$ cat config.mk
export PLATFORM = sky130hd
export DESIGN_NAME = nv2rgb_back
export DESIGN_NICKNAME = d
export VERILOG_FILES = /design/src/nv2rgb_pkg.sv /design/src/nv2rgb_back.sv
export SDC_FILE = /design/constraint.sdc
export NUM_CORES = 1
export LEC_CHECK = 0
export CAP_MARGIN = 10
export CORE_MARGIN = 2
export CORE_UTILIZATION = 44
export CTS_BUF_LIST = sky130_fd_sc_hd__clkbuf_2 sky130_fd_sc_hd__clkbuf_4 sky130_fd_sc_hd__clkbuf_8
export CTS_CLUSTER_SIZE = 28
export DETAILED_ROUTE_END_ITERATION = 16
export DONT_BUFFER_PORTS = 1
export HOLD_SLACK_MARGIN = 0.03
export SETUP_SLACK_MARGIN = 0.05
export SLEW_MARGIN = 25
export SYNTH_ARGS = -nofsm -noshare
export SYNTH_HDL_FRONTEND = slang
export SYNTH_SLANG_ARGS = --single-unit
$ cat constraint.sdc
create_clock -name clk -period 18 [get_ports clk]
set_input_delay 0 -clock clk [delete_from_list [all_inputs] [get_ports clk]]
set_output_delay 0 -clock clk [all_outputs]
set_load 0.02 [all_outputs]
$ cat src/nv2rgb_pkg.sv
package nv2rgb_pkg;

	// configuration register widths and indexes
	localparam int CFG_IDX_W   = 2;
	localparam int CFG_DATA_W  = 13;
	localparam int CFG_PAIRS_W = 12;
	localparam int CFG_ROWS_W  = 13;

	localparam logic [CFG_IDX_W-1:0] REG_ROW_PAIRS  = 2'd0;
	localparam logic [CFG_IDX_W-1:0] REG_FRAME_ROWS = 2'd1;

	localparam logic [CFG_PAIRS_W-1:0] ROW_PAIRS_RST  = 12'd320;
	localparam logic [CFG_ROWS_W-1:0]  FRAME_ROWS_RST = 13'd480;

	// defaults for the top level parameters
	localparam int DEF_MAX_PAIRS = 2048;
	localparam int DEF_MAX_ROWS  = 4096;
	localparam int DEF_Q_DEPTH   = 4;

	// conversion constants
	localparam int LUMA_OFS   = 16;
	localparam int CHROMA_OFS = 128;
	localparam int K_Y        = 298;
	localparam int K_RV       = 409;
	localparam int K_GU       = 100;
	localparam int K_GV       = 208;
	localparam int K_BU       = 516;
	localparam int ROUND_OFS  = 128;

	// classified pair between front and back
	typedef struct packed {
		logic [7:0] luma_a;
		logic [7:0] luma_b;
		logic [7:0] chroma_u;
		logic [7:0] chroma_v;
		logic       row_end;
		logic       frame_end;
	} pair_item_t;

	// converted pair waiting for the consumer
	typedef struct packed {
		logic [15:0] pixel_a;
		logic [15:0] pixel_b;
		logic        row_end;
		logic        frame_end;
	} pix_item_t;

endpackage

$ cat src/nv2rgb_back.sv
module nv2rgb_back import nv2rgb_pkg::*; #(
	parameter int Q_DEPTH = DEF_Q_DEPTH
) (
	input  logic                         clk,
	input  logic                         arst_n,
	input  logic                         in_empty,
	input  pair_item_t                   in_item,
	output logic                         in_pop,
	input  logic [$clog2(Q_DEPTH+1)-1:0] out_count,
	output logic                         out_push,
	output pix_item_t                    out_item
);

	localparam int QCW = $clog2(Q_DEPTH + 1);

	logic               valid_s1;
	logic signed [17:0] ya_s1;
	logic signed [17:0] yb_s1;
	logic signed [17:0] rv_s1;
	logic signed [17:0] gu_s1;
	logic signed [17:0] gv_s1;
	logic signed [17:0] bu_s1;
	logic               row_end_s1;
	logic               frame_end_s1;

	logic signed [8:0]  c_a;
	logic signed [8:0]  c_b;
	logic signed [8:0]  d_u;
	logic signed [8:0]  e_v;

	function automatic logic [7:0] clamp8(input logic signed [18:0] sum);
		logic [7:0] res;
		if (sum[18]) begin
			res = 8'd0;
		end else if (sum[17:16] != 2'b00) begin
			res = 8'hff;
		end else begin
			res = sum[15:8];
		end
		return res;
	endfunction

	function automatic logic [15:0] pack565(input logic signed [17:0] yk,
	                                        input logic signed [17:0] rv,
	                                        input logic signed [17:0] gu,
	                                        input logic signed [17:0] gv,
	                                        input logic signed [17:0] bu);
		logic signed [18:0] rs;
		logic signed [18:0] gs;
		logic signed [18:0] bs;
		logic [7:0]         r;
		logic [7:0]         g;
		logic [7:0]         b;
		rs = 19'(yk) + 19'(rv) + 19'(ROUND_OFS);
		gs = 19'(yk) - 19'(gu) - 19'(gv) + 19'(ROUND_OFS);
		bs = 19'(yk) + 19'(bu) + 19'(ROUND_OFS);
		r  = clamp8(rs);
		g  = clamp8(gs);
		b  = clamp8(bs);
		return {b[7:3], g[7:2], r[7:3]};
	endfunction

	// pull only when the result queue has room for everything in flight
	assign in_pop = !in_empty &&
	                (((QCW + 1)'(out_count) + (QCW + 1)'(valid_s1)) < (QCW + 1)'(Q_DEPTH));

	assign c_a = $signed({1'b0, in_item.luma_a}) - 9'sd16;
	assign c_b = $signed({1'b0, in_item.luma_b}) - 9'sd16;
	assign d_u = $signed({1'b0, in_item.chroma_u}) - 9'sd128;
	assign e_v = $signed({1'b0, in_item.chroma_v}) - 9'sd128;

	// products by the fixed coefficients
	always_ff @(posedge clk) begin
		if (in_pop) begin
			ya_s1        <= 18'(c_a) * 18'sd298;
			yb_s1        <= 18'(c_b) * 18'sd298;
			rv_s1        <= 18'(e_v) * 18'sd409;
			gu_s1        <= 18'(d_u) * 18'sd100;
			gv_s1        <= 18'(e_v) * 18'sd208;
			bu_s1        <= 18'(d_u) * 18'sd516;
			row_end_s1   <= in_item.row_end;
			frame_end_s1 <= in_item.frame_end;
		end
	end

	always_ff @(posedge clk or negedge arst_n) begin
		if (!arst_n) begin
			valid_s1 <= 1'b0;
		end else begin
			valid_s1 <= in_pop;
		end
	end

	// sums, clamp and packing
	assign out_push           = valid_s1;
	assign out_item.pixel_a   = pack565(ya_s1, rv_s1, gu_s1, gv_s1, bu_s1);
	assign out_item.pixel_b   = pack565(yb_s1, rv_s1, gu_s1, gv_s1, bu_s1);
	assign out_item.row_end   = row_end_s1;
	assign out_item.frame_end = frame_end_s1;

endmodule

==> After elaboration in Yosys (flattened, before gate mapping) <==
Cells that the tools add are included.
Widths: inputs -> output; s select.
{ "classes": {"add_sub_neg": 19, "n_mul": 6, "div": 0, "n_lt_le_gt_ge": 1, "n_eq_ne": 0, "shifts": 0, "mux": 12, "bitwise_logic": 0, "reduce_logical": 8} }
{ "ops": {"columns": ["cell", "count"], "rows": [
  ["$add 19x9->19 const B", 6],
  ["$mux 8", 12],
  ["$add 18x18->19", 4],
  ["$sub 18x17->19", 2],
  ["$sub 19x18->19", 2],
  ["$mul 9x9->17 const B", 2],
  ["$mul 9x10->18 const B", 1],
  ["$sub 8x5->9 const B", 2],
  ["$sub 8x8->9 const B", 2],
  ["$mul 9x9->16 const B", 1],
  ["$mul 9x6->15 const B", 1],
  ["$mul 9x5->14 const B", 1],
  ["$reduce_bool 2->1", 6],
  ["$add 3x1->4", 1],
  ["$lt 4x3->1 const B", 1],
  ["$logic_and 1x1->1", 1],
  ["$logic_not 1->1", 1]
]} }
{ "word_totals": {"ff_bits": 100, "latch_bits": 0, "mem_bits_rw": 0, "romBits": 0, "inputBits": 40, "wordCells": 55, "n_memories": 0} }

==> Logic depth before layout (Yosys ltp) <==
{ "logic_depth": {"ltp_word": 6, "mapped_depth": 20} }

==> Worst setup path after synthesis <==
No wires, ideal clock.
{ "synth_timing": {"path_kind": "register to register", "from": "register valid_s1, in the netlist out_push", "to": "register valid_s1, in the netlist out_push", "setup_time_ns": 0.949, "arrival_ns": 8.092, "required_time_ns": 17.051, "path_slack_ns": 8.959, "stages_incl_launch_ff": 2, "period_less_slack_ns": 9.041, "path_cell_list": "dfrtp_1 -> a311oi_1"} }
{ "synth_between": {"elab_chain_cells": 3} }
{ "synth_lines": {"columns": ["element", "line_no", "source"], "rows": [
  ["start: declaration", "nv2rgb_back.sv:16", "logic valid_s1;"],
  ["start signal: assignment", "nv2rgb_back.sv:90", "valid_s1 <= in_pop;"],
  ["$add 3x1->4", "nv2rgb_back.sv:65", "(((QCW + 1)'(out_count) + (QCW + 1)'(valid_s1)) < (QCW + 1)'(Q_DEPTH));"],
  ["$lt 4x3->1", "nv2rgb_back.sv:65", null],
  ["$logic_and 1x1->1", "nv2rgb_back.sv:64", "assign in_pop = !in_empty &&"],
  ["via in_pop", "nv2rgb_back.sv:8", "output logic in_pop,"]
]} }
The timed path passes the listed nets, and every way through them passes these cells.
A chain may end at the register's enable or synchronous reset.

==> Worst setup path after layout <==
{ "layout_timing": {"from": "input in_item[30] (netlist bit)", "to": "register ya_s1[16] (data pin)"} }
{ "layout_between": {"elab_chain_cells": 2} }
{ "layout_lines": {"columns": ["element", "line_no", "source"], "rows": [
  ["start: declaration", "nv2rgb_back.sv:7", "input pair_item_t in_item,"],
  ["$sub 8x5->9", "nv2rgb_back.sv:67", "assign c_a = $signed({1'b0, in_item.luma_a}) - 9'sd16;"],
  ["$mul 9x9->17", "nv2rgb_back.sv:75", "ya_s1 <= 18'(c_a) * 18'sd298;"],
  ["end signal: assignment", "nv2rgb_back.sv:75", null],
  ["end: declaration", "nv2rgb_back.sv:17", "logic signed [17:0] ya_s1;"]
]} }
No other way between the ends.

==> metrics.md <==
| Metric | Value |
|---|---|
| Status | completed |
| First-pass GRT wire length | approximately 48 mm |
| Most frequent cell on the critical path | ha_1 |
| Most frequent cells in the layout | 383 x ha_1, 286 x inv_1, 94 x edfxtp_1 |
| Post-synth EDFFs | 94 |
| Vias in the first global route | between 9000 and 10000 |
| Critical path type | in -> reg |
| Syn. warnings | 0 |
| CP arrival | 4.63 ns |
| Area post-placement | 14400 um2 |
| Sink Count | 95 |
| Fmax | 0.225 GHz |
| Leading cell type in the layout, fill and taps excluded | ha_1 |
| Unrepaired setup endpoints after global routing | no |
| Remaining antenna violation count after routing | 0 |
| Critical Path Start Type | input port |
| Drt first pass iters | 5 |
| Hold_sp | in_item[11] |
| Die width | around 180 um |
| Synth-to-Final Area Change | 7.38% |
| # DRC | 0 |
| Top_reg_cell synth | edfxtp_1 |
| Reg-to-Reg Start | out_push |
| CP required | 18.18 ns |
| CP max FO | 9 |
| Pleak | between 7 and 8 nW |
| Cell variety after synth | 64 |
| R2R setup slack | roughly 15 ns |
| # rows | 65 |
| Starting Density | 0.443 |
| Die H | 182 um |
| Syn Inst Count | 1398 |
| CP Cell Sequence | inv_1 -> ha_1 -> nor3b_2 -> ha_1 -> ha_1 -> inv_1 -> fa_1 -> fa_1 -> inv_1 -> ha_1 -> o21ai_0 -> a21boi_0 -> o21ai_0 -> a21oi_1 -> o21ai_0 -> or4b_2 -> o311ai_0 |
| Final Max Slew Viols | 0 |
| Hold endpoint | gu_s1[6] |
| Max-slew headroom | 0.441 |
| Total track usage | 0.184 |
| Largest net degree at the start of global routing | 59 |
| Crit-path slowest cell | or4b_2 |
| Nets | 1939 |
| Number of vias per cell | 5.19 |
| Initial antenna violation count | 0 |
| Minimum clock period after layout | approximately 4.4 ns |
| Maxcap violations | 0 |
| Power Density | about 120 nW/um2 |
| Slew @ Worst Pin | 0.839 ns |
| Synthesized cell area | approximately 14000 um2 |
| Vias | approximately 9600 |
| Cts repair resizes | 0 |
| Routed len/inst | 15.8 um |
| R2R cell count | 4 |
| Reg clk slew, reported paths | 0.09 ns |
| Share of layout cells above drive strength 1 | 0.0270 |
| Worst path max stage delay | about 0.6 ns |
| Post-Synthesis Mean Instance Area | 9.93 um2 |
| Synthesis-stage register bit count | 95 |
| Max VDD drop | approximately 0.07 mV |
| Core area | 31300 um2 |
| I/O Pins | 76 |
| Drt initial violations | about 490 |
| Worst Skew | 0.0160 ns |
| Cell area after layout | 14900 um2 |
| Seq/Total Area, Yosys | 0.205 |
| Die area | 33000 um2 |
| Global route overflow | 0 |
| Worst Hold Class | in -> reg |
| Total power | 1.83 mW |
| Port Buffers | 0 |
| H-Tree Depth | 3 |
| Inserted Clock Buffers | 9 |
| Final Hold Vio Count | 0 |
| Final period utilization | 0.247 |
| Post-synth ARST share | 0.0105 |
| Crit. End Element | register |
| DP Wirelength | 24.9 mm |
| Max Root-Sink Buffers | 2 |
| Post-synth net total | between 1500 and 2000 |
| Worst-Skew Late Latency | 0.40 ns |
| Hold path cells | 3 |
| Placer Congestion | roughly 0.85 |
| Setup tns final | 0 ns |
| Antenna Cells | 0 |
| Setup Viol. Count Final | 0 |
| Setup Fix Bufs, Post-CTS | 0 |
| Clock Tree Root | clkbuf_8 |
| CTS tree | done |
| Critical R2R Capture | bu_s1[8] |
| Routed WL | 29.1 mm |
worst max path at each step:
stage | from | to | slack [ns] | cells past startpoint
global route | in_item[30] | ya_s1[16] | 13.23 | 17
CTS | in_item[30] | ya_s1[16] | 13.17 | 17
floorplan | out_push | out_push | 8.96 | 1
detailed placement | in_item[30] | ya_s1[16] | 12.77 | 17
finish | in_item[30] | ya_s1[16] | 13.55 | 17
global placement | in_item[30] | ya_s1[16] | 12.92 | 17
routing by layer:
metal	routed length [um]	track usage	vias up
li1	-	-	4909
met1	14200	0.252	4514
met2	13800	0.313	124
met3	841	0.0223	16
met4	347	0.0416	0
met5	0	0	-
power by group:
part	total (mW)	switching, mW	internal [mW]	leakage [nW]
Combinational	1.33	0.764	0.561	6.48
Sequential	0.347	0.0421	0.304	0.898
Clock	0.159	0.0784	0.0802	0.104
Total	1.83	0.885	0.946	7.48
cell families (layout without fill, tap and decap cells):
logic type,after synthesis,count (layout),share of synthesized area
DFF,95,95,0.205
AOI/OAI and AO/OA,253,253,0.121
muxes,6,6,0.00469
and+or+nand+nor,196,196,0.0696
adders and majority gates,461,461,0.458
xor gates and xnor gates,99,99,0.0630
buffers and inverters,288,332,0.0784
cell usage after synthesis (all sizes together) (4+ instances only):
| master | count | area (um2) |
|---|---|---|
| o211ai | 8 | 60.1 |
| a21o | 20 | 150 |
| inv | 286 | 1070 |
| o21bai | 13 | 97.6 |
| nand4 | 4 | 25.0 |
| nand2b | 9 | 56.3 |
| nand3 | 19 | 95.1 |
| o31a | 7 | 61.3 |
| mux2 | 4 | 45.0 |
| ha | 383 | 4790 |
| a21oi | 84 | 424 |
| o21ai | 30 | 150 |
| xor2 | 25 | 219 |
| nor3 | 22 | 110 |
| or3 | 4 | 25.0 |
| or2 | 7 | 43.8 |
| a211oi | 9 | 67.6 |
| fa | 78 | 1560 |
| edfxtp | 94 | 2820 |
| nor2b | 18 | 113 |
| xnor2 | 74 | 656 |
| o21a | 32 | 240 |
| a211o | 5 | 43.8 |
| nor3b | 5 | 37.5 |
| o311ai | 4 | 35.0 |
| a21boi | 4 | 30.0 |
| and3 | 4 | 25.0 |
| and2 | 5 | 31.3 |
| nand2 | 37 | 139 |
| nor2 | 55 | 206 |
| a31oi | 8 | 50.1 |
state kept, by name (all words and copies together), names as in the netlist:
name	count
rv_s1	18
gu_s1	12
frame_end_s1	1
out_push	1
yb_s1	17
ya_s1	17
row_end_s1	1
gv_s1	12
bu_s1	16
timing repair:
action,4_1_cts,5_1_grt
setup endpoints to repair,0,0
endpoints found under the hold margin,35,0
hold buffers,28,0
metrics by stage:
| step | setup slack (ns) | instances | hold WS (ns) | util |
|---|---|---|---|---|
| floorplan | 8.96 | 1398 | -0.296 | - |
| global placement | 12.92 | 1801 | -0.296 | 0.460 |
| detailed placement | 12.77 | 1801 | -0.296 | 0.460 |
| CTS | 13.17 | 1844 | 0.0425 | 0.476 |
| global route | 13.23 | 1844 | 0.0608 | 0.476 |
| finish | 13.55 | 1844 | 0.0561 | 0.476 |
layout make-up:
| class | instances | area, um2 |
|---|---|---|
| Fill cell | 2916 | 16400 |
| Multi-Input combinational cell | 1015 | 9960 |
| Sequential cell | 95 | 2850 |
| Inverter | 286 | 1070 |
| Tap cell | 402 | 503 |
| Timing Repair Buffer | 31 | 303 |
| Clock buffer | 11 | 139 |
| Clock inverter | 4 | 71.3 |
critical path: cells and delay by family:
family / cells / cell delay, ns
buffers and inverters: 3 / 0.25
adder cells (fa/ha/maj): 6 / 2.24
AND/OR/NAND/NOR: 2 / 1.15
AO/OA/AOI/OAI: 6 / 0.99
No activity file was read; power rests on OpenSTA's default activity.
