**src/nv2rgb_pkg.sv**
```systemverilog
package nv2rgb_pkg;

	// configuration register widths and indexes
	localparam int CFG_IDX_W   = 2;
	localparam int CFG_DATA_W  = 13;
	localparam int CFG_PAIRS_W = 12;
	localparam int CFG_ROWS_W  = 13;

	localparam logic [CFG_IDX_W-1:0] REG_ROW_PAIRS  = 2'd0;
	localparam logic [CFG_IDX_W-1:0] REG_FRAME_ROWS = 2'd1;

	localparam logic [CFG_PAIRS_W-1:0] ROW_PAIRS_RST  = 12'd320;
	localparam logic [CFG_ROWS_W-1:0]  FRAME_ROWS_RST = 13'd480;

	// defaults for the top level parameters
	localparam int DEF_MAX_PAIRS = 2048;
	localparam int DEF_MAX_ROWS  = 4096;
	localparam int DEF_Q_DEPTH   = 4;

	// conversion constants
	localparam int LUMA_OFS   = 16;
	localparam int CHROMA_OFS = 128;
	localparam int K_Y        = 298;
	localparam int K_RV       = 409;
	localparam int K_GU       = 100;
	localparam int K_GV       = 208;
	localparam int K_BU       = 516;
	localparam int ROUND_OFS  = 128;

	// classified pair between front and back
	typedef struct packed {
		logic [7:0] luma_a;
		logic [7:0] luma_b;
		logic [7:0] chroma_u;
		logic [7:0] chroma_v;
		logic       row_end;
		logic       frame_end;
	} pair_item_t;

	// converted pair waiting for the consumer
	typedef struct packed {
		logic [15:0] pixel_a;
		logic [15:0] pixel_b;
		logic        row_end;
		logic        frame_end;
	} pix_item_t;

endpackage

```
**src/nv2rgb_fifo.sv**
```systemverilog
module nv2rgb_fifo import nv2rgb_pkg::*; #(
	parameter int WIDTH = 34,
	parameter int DEPTH = DEF_Q_DEPTH
) (
	input  logic                       clk,
	input  logic                       arst_n,
	input  logic                       wr_en,
	input  logic [WIDTH-1:0]           wr_data,
	input  logic                       rd_en,
	output logic [WIDTH-1:0]           rd_data,
	output logic                       empty,
	output logic [$clog2(DEPTH+1)-1:0] count
);

	localparam int PW = (DEPTH > 1) ? $clog2(DEPTH) : 1;
	localparam int CNT_W = $clog2(DEPTH + 1);

	logic [WIDTH-1:0] mem_q [DEPTH];
	logic [PW-1:0]    wr_ptr_q;
	logic [PW-1:0]    rd_ptr_q;
	logic [CNT_W-1:0] count_q;

	assign rd_data = mem_q[rd_ptr_q];
	assign empty   = (count_q == '0);
	assign count   = count_q;

	always_ff @(posedge clk) begin
		if (wr_en) begin
			mem_q[wr_ptr_q] <= wr_data;
		end
	end

	always_ff @(posedge clk or negedge arst_n) begin
		if (!arst_n) begin
			wr_ptr_q <= '0;
			rd_ptr_q <= '0;
			count_q  <= '0;
		end else begin
			if (wr_en) begin
				wr_ptr_q <= (wr_ptr_q == PW'(DEPTH - 1)) ? '0 : wr_ptr_q + 1'b1;
			end
			if (rd_en) begin
				rd_ptr_q <= (rd_ptr_q == PW'(DEPTH - 1)) ? '0 : rd_ptr_q + 1'b1;
			end
			unique case ({wr_en, rd_en})
				2'b10:   count_q <= count_q + 1'b1;
				2'b01:   count_q <= count_q - 1'b1;
				default: count_q <= count_q;
			endcase
		end
	end

endmodule

```
**config.mk**
```make
export PLATFORM = sky130hd
export DESIGN_NAME = nv2rgb_fifo
export DESIGN_NICKNAME = d
export VERILOG_FILES = /design/src/nv2rgb_pkg.sv /design/src/nv2rgb_fifo.sv
export SDC_FILE = /design/constraint.sdc
export NUM_CORES = 1
export LEC_CHECK = 0
export BUFFER_PORTS_ARGS = -buffer_cell sky130_fd_sc_hd__buf_2
export CAP_MARGIN = 20
export CORE_AREA = 2 2 70 138
export DETAILED_ROUTE_END_ITERATION = 10
export DIE_AREA = 0 0 72 140
export GPL_TIMING_DRIVEN = 0
export MAX_ROUTING_LAYER = met4
export PLACE_DENSITY_LB_ADDON = 0.2
export SETUP_SLACK_MARGIN = 0.15
export SYNTH_ARGS = -nofsm -noshare
export SYNTH_HDL_FRONTEND = slang
export SYNTH_SLANG_ARGS = --single-unit
```
**constraint.sdc**
```tcl
create_clock -name clk -period 4.3 [get_ports clk]
set_input_delay 0.645 -clock clk [delete_from_list [all_inputs] [get_ports clk]]
set_output_delay 0.645 -clock clk [all_outputs]
set_load 0.02 [all_outputs]
```
---- Yosys cells after proc, flatten, opt, wreduce, memory -nomap -nowiden ----
Memory sizes are Yosys's and may differ from the RTL's.
Index checks and enable logic that the tools add are counted.
storage, ports and cells
  register bits after elaboration ......... 7
  bits in writable memories ............... 136
  input port bits ......................... 38
  output and inout port bits .............. 38
  logic and storage cells ................. 19
  memories kept ........................... 1
memory list
  name   words  bits a word  read ports  clocked after Yosys merged registers in  write ports  RTL line           RTL
  mem_q  4      34           1           0                                        1            nv2rgb_fifo.sv:18  logic [WIDTH-1:0] mem_q [DEPTH];
cells by class
  $add $sub $neg .......................... 4
  eq/ne operators ......................... 4
  multiplexer cells ....................... 5
  reduce and logical (&&, ||, !) cells .... 2
operator list
  kind                                                                 count
  2-bit == test (second input constant)                                3
  3-bit case mux with 2 select lines                                   1
  2-bit by 1-bit adder with 2-bit output (second input constant)       2
  2-bit 2-to-1 mux                                                     2
  3-bit by 1-bit adder with 3-bit output (second input constant)       1
  3-bit logical NOT                                                    1
  3-bit by 1-bit subtractor with 3-bit output (second input constant)  1
  2-bit by 1-bit == test with 1-bit output (second input constant)     1
  1-bit 2-to-1 mux                                                     2
  2-bit nonzero test                                                   1

---- Longest topological paths before layout ----
Gate-level depths: netlist of run 1.
  depth in word-level cells ............... 2
  mapped depth ............................ 7
  gate-level depth less buffers ........... 7

---- Worst setup path after synthesis of run 1 ----
OpenSTA, ideal clock, no wires.
  path kind ............................... input port to flip-flop
  from .................................... input port wr_en
  to ...................................... memory mem_q[3][0] (enable)
  library setup time ...................... 0.394 ns
  data arrival time ....................... 1.485 ns
  required time ........................... 3.906 ns
  path slack .............................. 2.421 ns
  stages on the path ...................... 1
  buffers on the path ..................... 0
  cell sequence ........................... and2_1
between the ends
  word-level cells in the longest chain between the ends .. 2
RTL lines
  what                                    RTL line           RTL
  from (decl)                             nv2rgb_fifo.sv:7   input logic wr_en,
  1-bit 2-to-1 mux                        nv2rgb_fifo.sv:28  if (wr_en) begin
  1-bit 2-to-1 mux (implied by the code)  nv2rgb_fifo.sv:29  mem_q[wr_ptr_q] <= wr_data;
  to (decl)                               nv2rgb_fifo.sv:18
Every way passes these cells.

---- Final worst setup path of run 1 ----
  from .................................... register rd_ptr_q[0]
  to ...................................... output port rd_data[24]
between the ends
  word-level cells in the longest chain between the ends .. 1
RTL lines
  what                    RTL line           RTL
  from (decl)             nv2rgb_fifo.sv:20  logic [PW-1:0] rd_ptr_q;
  from (signal assigned)  nv2rgb_fifo.sv:43  rd_ptr_q <= (rd_ptr_q == PW'(DEPTH - 1)) ? '0 : rd_ptr_q + 1'b1;
  memory 4 x 34 bit       --
  to (decl)               nv2rgb_fifo.sv:10  output logic [WIDTH-1:0] rd_data,
Every way passes these cells.

==> results of run 1 <==
==> cells by family after synthesis <==
group	count (synthesis)	share of synthesized area (%)
flip-flops	143	79.27
multiplexers	37	15.28
buffers and inverters	14	2.119
AND/OR/NAND/NOR	9	0.8849
adder cells (fa/ha/maj)	7	1.770
XOR/XNOR	3	0.4891
AO/OA/AOI/OAI	2	0.1863
==> final cells by class <==
type                            instances  area [um2]  share of cell area (%)
Buffer                                  8       91.34                   1.397
Clock buffer                           18       429.2                   6.563
Clock inverter                         14       148.9                   2.277
Inverter                                6       22.52                  0.3444
Multi-Input combinational cell         58        1005                   15.37
Sequential cell                       143        4259                   65.14
Tap cell                              102       127.6                   1.952
Timing Repair Buffer                   79       455.4                   6.965
==> metrics by stage <==
stage	instances	power, mW
after floorplan	215	2.894
after global placement	392	3.294
after detailed placement	396	3.352
after CTS	428	4.768
after global routing	428	4.906
final	428	4.695
==> sequential cells by signal, indices dropped and copies added (netlist names) <==
name / flops
count: 3
wr_ptr_q: 2
mem_q: 136
rd_ptr_q: 2
==> power by group <==
| group | leakage (nW) | switching, mW | internal (mW) |
|---|---|---|---|
| Sequential | 1.33 | 0.0664 | 1.79 |
| Clock | 0.278 | 0.508 | 0.898 |
| Combinational | 0.750 | 0.800 | 0.631 |
==> worst max-delay path, stage by stage, from the launching register on <==
cell and delay, ns:
dfrtp_1 0.36, buf_6 0.19, buf_12 0.17, mux4_2 0.52, buf_2 0.18
==> final timing paths <==
path	from	cells after the start	slack, ns	end
min in group clk	wr_data[13]	1	0.45	mem_q[3][13]
min	arst_n	1	0.06	count[1]
max in group asynchronous	arst_n	1	4.08	wr_ptr_q[0]
max	rd_ptr_q[0]	4	1.83	rd_data[24]
max reg2reg	wr_ptr_q[0]	4	2.71	mem_q[2][31]
min reg2reg	count[2]	1	0.50	count[2]
==> cell usage after synthesis <==
master,number
edfxtp_1,136
mux4_2,28
dfrtp_1,7
ha_1,6
inv_1,6
mux4_1,6
and2_1,4
buf_2,4
buf_12,3
mux2_2,2
nor2_1,2
o21ai_0,2
xor2_1,2
buf_6,1
fa_1,1
mux2i_1,1
nand2_1,1
nor3_1,1
or3_1,1
xnor2_1,1
==> routing by layer <==
metal / vias to the layer above / part of all wire, %
met1: 1267 / 37
met2: 75 / 56
met5: - / 0
met3: 16 / 5.3
met4: 0 / 1.8
li1: 1105 / -
==> impl_metrics.csv, run 1 <==
group,metric,value,unit
outcome,status,"finished clean",
synthesis,synth_top_area_share,76.01,%
synthesis,synth-seq-area-share,79.27,%
cts,insertion_delay,0.41,ns
power_and_ir_drop,vdd_drop_max,0.5284,mV
timing,max_freq,0.4041,GHz
floorplan,core_area,9012,um2
global_routing,top_usage_layer,"met2",
place,hpwlAfterDp,5.434,mm
synthesis,synth.area.top_cells,"edfxtp_1 (76%), mux4_2 (12%), dfrtp_1 (3.3%)",
synthesis,yosys_warnings,0,
floorplan,row_count,49,
cts,clkTransAtPathRegs,0.06,ns
timing,rsz0062_at_grt,"no",
global_routing,grt_util_met2,32.31,%
place,placed_area,5961,um2
detailed_routing,vias,2463,
place,portBuffers,75,
layout,layout_common_cells,"edfxtp_1 (136), buf_2 (79), mux4_2 (28)",
floorplan,die_w,72,um
setup_path,worstSetupPathType,"reg -> out",
cts,clockBufferDepth,2,
layout,fin_area,6539,um2
global_routing,grt_pass1_wl,13.34,mm
timing,worst_pin_slew,0.3927,ns
layout,layout-drive-gt1-share,45.71,%
cts,numCtsBuffers,17,
timing,finalHoldViolations,0,
setup_path,start_kind,"flip-flop",
place,place_ws,2.225,ns
setup_path,end_kind,"output port",
cts,cts_resized,0,
layout,nNetsFinal,358,
timing,layout_setup_ws,1.826,ns
worst_hold_path,min_path_type,"in -> async",
timing,whs,0.06085,ns
timing,setup_viol,0,
timing,period_needed,2.474,ns
floorplan,die_area,10080,um2
detailed_routing,avgRoutedWirePerCell,20.29,um
synthesis,yosysTopAreaCell,"edfxtp_1",
layout,area_growth,21.70,%
global_routing,grt_usage,19.26,%
synthesis,postSynthAreaPerCell,24.99,um2
floorplan,start_util,59.61,%
global_routing,grt_max_degree,27,
synthesis,syn-instance-count,215,
setup_path,crit_fanout,10,
layout,antenna_cells,0,
floorplan,dieHeight,140,um
place,gp_congestion,0.6730,
global_routing,antenna_found_initial,0,
cts,clock-sinks,143,
timing,timing.slew.headroom,73.82,%
power_and_ir_drop,power.leakage,2.360,nW
layout,utilization,72.55,%
floorplan,pin_count,76,
timing,skew,0.005212,ns
synthesis,synth_seq_cells,143,
detailed_routing,drt-initial-drc-count,119,
detailed_routing,via_per_inst,5.755,
cts,post-cts-setup-buffer-count,0,
detailed_routing,drt_drc_violations_left,0,
cts,ctsHtreeMaxLevel,4,
layout,nFillCells,523,
global_routing,use_met3,5.324,%
global_routing,grt_pass1_vias,2633,
synthesis,netlist_area,5373,um2
detailed_routing,totalWireLength,8.683,mm
detailed_routing,firstDrtPassIters,4,
timing,finalSetupTns,0,ns
setup_path,crit_arrival,1.83,ns
cts,root_buffer,"clkbuf_16",
cts,cts_tree,"built",
timing,report.final.slew_viol_count,0,
layout,final_common_cell,"edfxtp_1",
timing,fin_crit_sh,57.54,%
synthesis,synthesis.nets,260,
global_routing,grt_use_met1,20.79,%
cts,hold_buffers,0,
detailed_routing,ant_nets,0,
flow_run,drv_cap,0,
global_routing,overflow,0,
setup_path,crit_required,3.65,ns
power_and_ir_drop,cellPowerDensity,718.0,nW/um2
synthesis,ys_types,20,
No activity file was read; power rests on OpenSTA's default activity.
==> inputs of run 2 (changes only) <==
ABC_AREA = 1   (was not set)
CORE_AREA = 2 2 75 149   (was 2 2 70 138)
DIE_AREA = 0 0 77 151   (was 0 0 72 140)
clock period = 2.5 ns   (was 4.3 ns; I/O delays follow)
==> run 2 against run 1 <==
Compared with the run above: worst hold slack improved by 0.11 ns; combinational power rose by 110%; clock skew rose by 0.0012 ns; die area rose by 15%; synthesized area rose by 9.9%; largest cell class unchanged; largest power group unchanged; worst setup slack got worse by 1.5 ns; highest routed layer unchanged; sequential share of layout area fell by 5.3 points; global-route usage rose by 3.4 points; sequential cell count did not move.
==> impl_metrics.csv, run 2 <==
group,metric,value,unit
outcome,status,"finished clean",
floorplan,pin_count,76,
cts,ctsHtreeMaxLevel,4,
detailed_routing,totalWireLength,12.00,mm
global_routing,grt_pass1_wl,18.80,mm
layout,nNetsFinal,589,
timing,fin_crit_sh,86.11,%
power_and_ir_drop,power.leakage,2.987,nW
layout,layout_common_cells,"edfxtp_1 (136), nand2_1 (115), inv_1 (77)",
worst_hold_path,min_delay_path_depth,1,
global_routing,grt_usage,22.62,%
synthesis,ys_types,18,
floorplan,core_area,10480,um2
floorplan,row_count,53,
place,place_ws,0.6570,ns
worst_hold_path,hold_path_end,"mem_q[2][19]",
cts,cts_resized,0,
synthesis,synth_seq_cells,143,
setup_path,end_kind,"output port",
setup_path,ff2ff_setup_slack,0.73,ns
synthesis,async_flop_share,4.895,%
setup_path,worstSetupPathType,"reg -> out",
detailed_routing,drt-initial-drc-count,174,
setup_path,reg2reg_depth,4,
cts,cts_tree,"built",
global_routing,grt_pass1_vias,3838,
cts,numCtsBuffers,17,
timing,timing.slew.headroom,41.88,%
synthesis,syn-instance-count,450,
layout,area_growth,20.47,%
detailed_routing,avgRoutedWirePerCell,17.21,um
timing,skew,0.006385,ns
place,gp_congestion,0.7887,
timing,setup_viol,0,
power_and_ir_drop,cellPowerDensity,1247,nW/um2
layout,final_common_cell,"edfxtp_1",
layout,nFillCells,779,
floorplan,start_util,56.36,%
cts,clock-sinks,143,
setup_path,timing.rr.start,"wr_ptr_q[0]",
synthesis,netlist_area,5906,um2
synthesis,synth_top_area_share,69.15,%
cts,clockBufferDepth,2,
detailed_routing,vias,3613,
synthesis,synth-seq-area-share,72.12,%
timing,finalSetupTns,0,ns
power_and_ir_drop,vdd_drop_max,0.9049,mV
timing,report.final.slew_viol_count,0,
flow_run,drv_cap,0,
cts,insertion_delay,0.42,ns
detailed_routing,via_per_inst,5.184,
synthesis,synth-main-ff-cell,"edfxtp_1",
setup_path,start_kind,"flip-flop",
layout,largest_register,"mem_q",
detailed_routing,firstDrtPassIters,4,
synthesis,yosys_warnings,0,
place,hpwlAfterDp,7.594,mm
cts,root_buffer,"clkbuf_16",
floorplan,die_w,77,um
synthesis,synth_common_cells,"edfxtp_1 (136), nand2_1 (115), inv_1 (81)",
global_routing,overflow,0,
synthesis,synth-edff-count,136,
worst_hold_path,hp-start,"wr_data[19]",
timing,worst_pin_slew,0.8706,ns
detailed_routing,drt_drc_violations_left,0,
detailed_routing,ant_nets,0,
global_routing,antenna_found_initial,3,
floorplan,die_area,11630,um2
setup_path,crit_fanout,10,
timing,finalHoldViolations,0,
timing,max_freq,0.4645,GHz
floorplan,dieHeight,151,um
cts,clkTransAtPathRegs,0.06,ns
synthesis,yosysMostFrequentCell,"edfxtp_1",
place,portBuffers,74,
setup_path,reg2reg_to,"mem_q[2][4]",
setup_path,crit_arrival,1.78,ns
setup_path,crit_required,2.12,ns
timing,rsz0062_at_grt,"no",
timing,period_needed,2.153,ns
worst_hold_path,min_path_type,"in -> reg",
synthesis,postSynthAreaPerCell,13.12,um2
timing,layout_setup_ws,0.3473,ns
synthesis,yosysTopAreaCell,"edfxtp_1",
layout,layout-drive-gt1-share,24.06,%
global_routing,grt_max_degree,35,
layout,largest_reg_flops,136,
synthesis,synthesis.nets,495,
synthesis,synth.area.top_cells,"edfxtp_1 (69%), o211ai_1 (8.6%), nand2_1 (7.3%)",
-- run 2: cell types whose count changed after synthesis, moves of 6 or more --
| cell | previous run | this run |
|---|---|---|
| buf_6 | 1 | 9 |
| nand2_1 | 1 | 115 |
| mux4_1 | 6 | 0 |
| inv_1 | 6 | 81 |
| o211ai_1 | 0 | 68 |
| mux4_2 | 28 | 0 |
| clkbuf_8 | 0 | 6 |
| buf_4 | 0 | 7 |
-- run 2: worst max-delay path, cell delays in order, from the launching register on --
cell      delay, ns
dfrtp_1        0.38
buf_4          0.18
inv_2          0.16
buf_4          0.23
o211ai_1       0.11
nand2_1        0.12
buf_2          0.18
-- run 2: worst max path at each step --
stage                start          end  slack [ns]
2_1_floorplan        wr_en  mem_q[1][0]        0.76
3_3_place_gp         wr_en  mem_q[2][9]        0.16
3_5_place_dp         wr_en  mem_q[2][8]        0.66
5_1_grt        rd_ptr_q[1]   rd_data[7]        0.26
4_1_cts        rd_ptr_q[1]   rd_data[7]        0.33
6_report       rd_ptr_q[1]   rd_data[7]        0.35
-- run 2: area by class of cell --
cell class / instances / area (um2) / area share, %
Inverter: 83 / 311.5 / 4.379
Buffer: 23 / 240.2 / 3.377
Multi-Input combinational cell: 201 / 1095 / 15.39
Timing Repair Buffer: 75 / 380.4 / 5.346
Clock inverter: 12 / 182.7 / 2.568
Clock buffer: 20 / 466.7 / 6.560
Sequential cell: 143 / 4259 / 59.87
Antenna cell: 3 / 7.507 / 0.1055
Tap cell: 137 / 171.4 / 2.409
-- run 2: report_power, final --
| group | switching, mW | internal (mW) |
|---|---|---|
| clock | 0.940 | 1.75 |
| combinational | 1.97 | 0.988 |
| sequential | 0.128 | 3.09 |
-- run 2: kinds of logic after synthesis --
family	Yosys count	share of synthesized area, %
XOR/XNOR	1	0.1483
AO/OA/AOI/OAI	73	9.068
buffers and inverters	106	9.343
AND/OR/NAND/NOR	120	7.712
flip-flops	143	72.12
adder cells (fa/ha/maj)	7	1.610
-- run 2: layer usage --
| layer | routed length (um) | share of wire (%) | track usage (%) |
|---|---|---|---|
| met5 | 0 | 0 | - |
| met4 | 288 | 2.4 | 9.643 |
| met3 | 421 | 3.5 | 4.708 |
| met2 | 6795 | 57 | 42.46 |
| met1 | 4492 | 37 | 22.35 |
-- run 2: through the flow --
step / total power [mW] / hold WS, ns / std cells / util (%) / area [um2]
2_1_floorplan: 5.239 / 0.07941 / 450 / - / 5906
3_3_place_gp: 6.164 / 0.2209 / 661 / 61.54 / 6447
3_5_place_dp: 6.258 / 0.2276 / 661 / 61.54 / 6447
4_1_cts: 8.941 / 0.1606 / 694 / 67.83 / 7107
5_1_grt: 9.311 / 0.1622 / 697 / 67.90 / 7114
6_report: 8.874 / 0.1748 / 697 / 67.90 / 7114
-- run 2: what timing repair did --
item	in CTS	in global routing
endpoints found under the hold margin	7	0
setup buffers	0	0
hold buffers	1	0
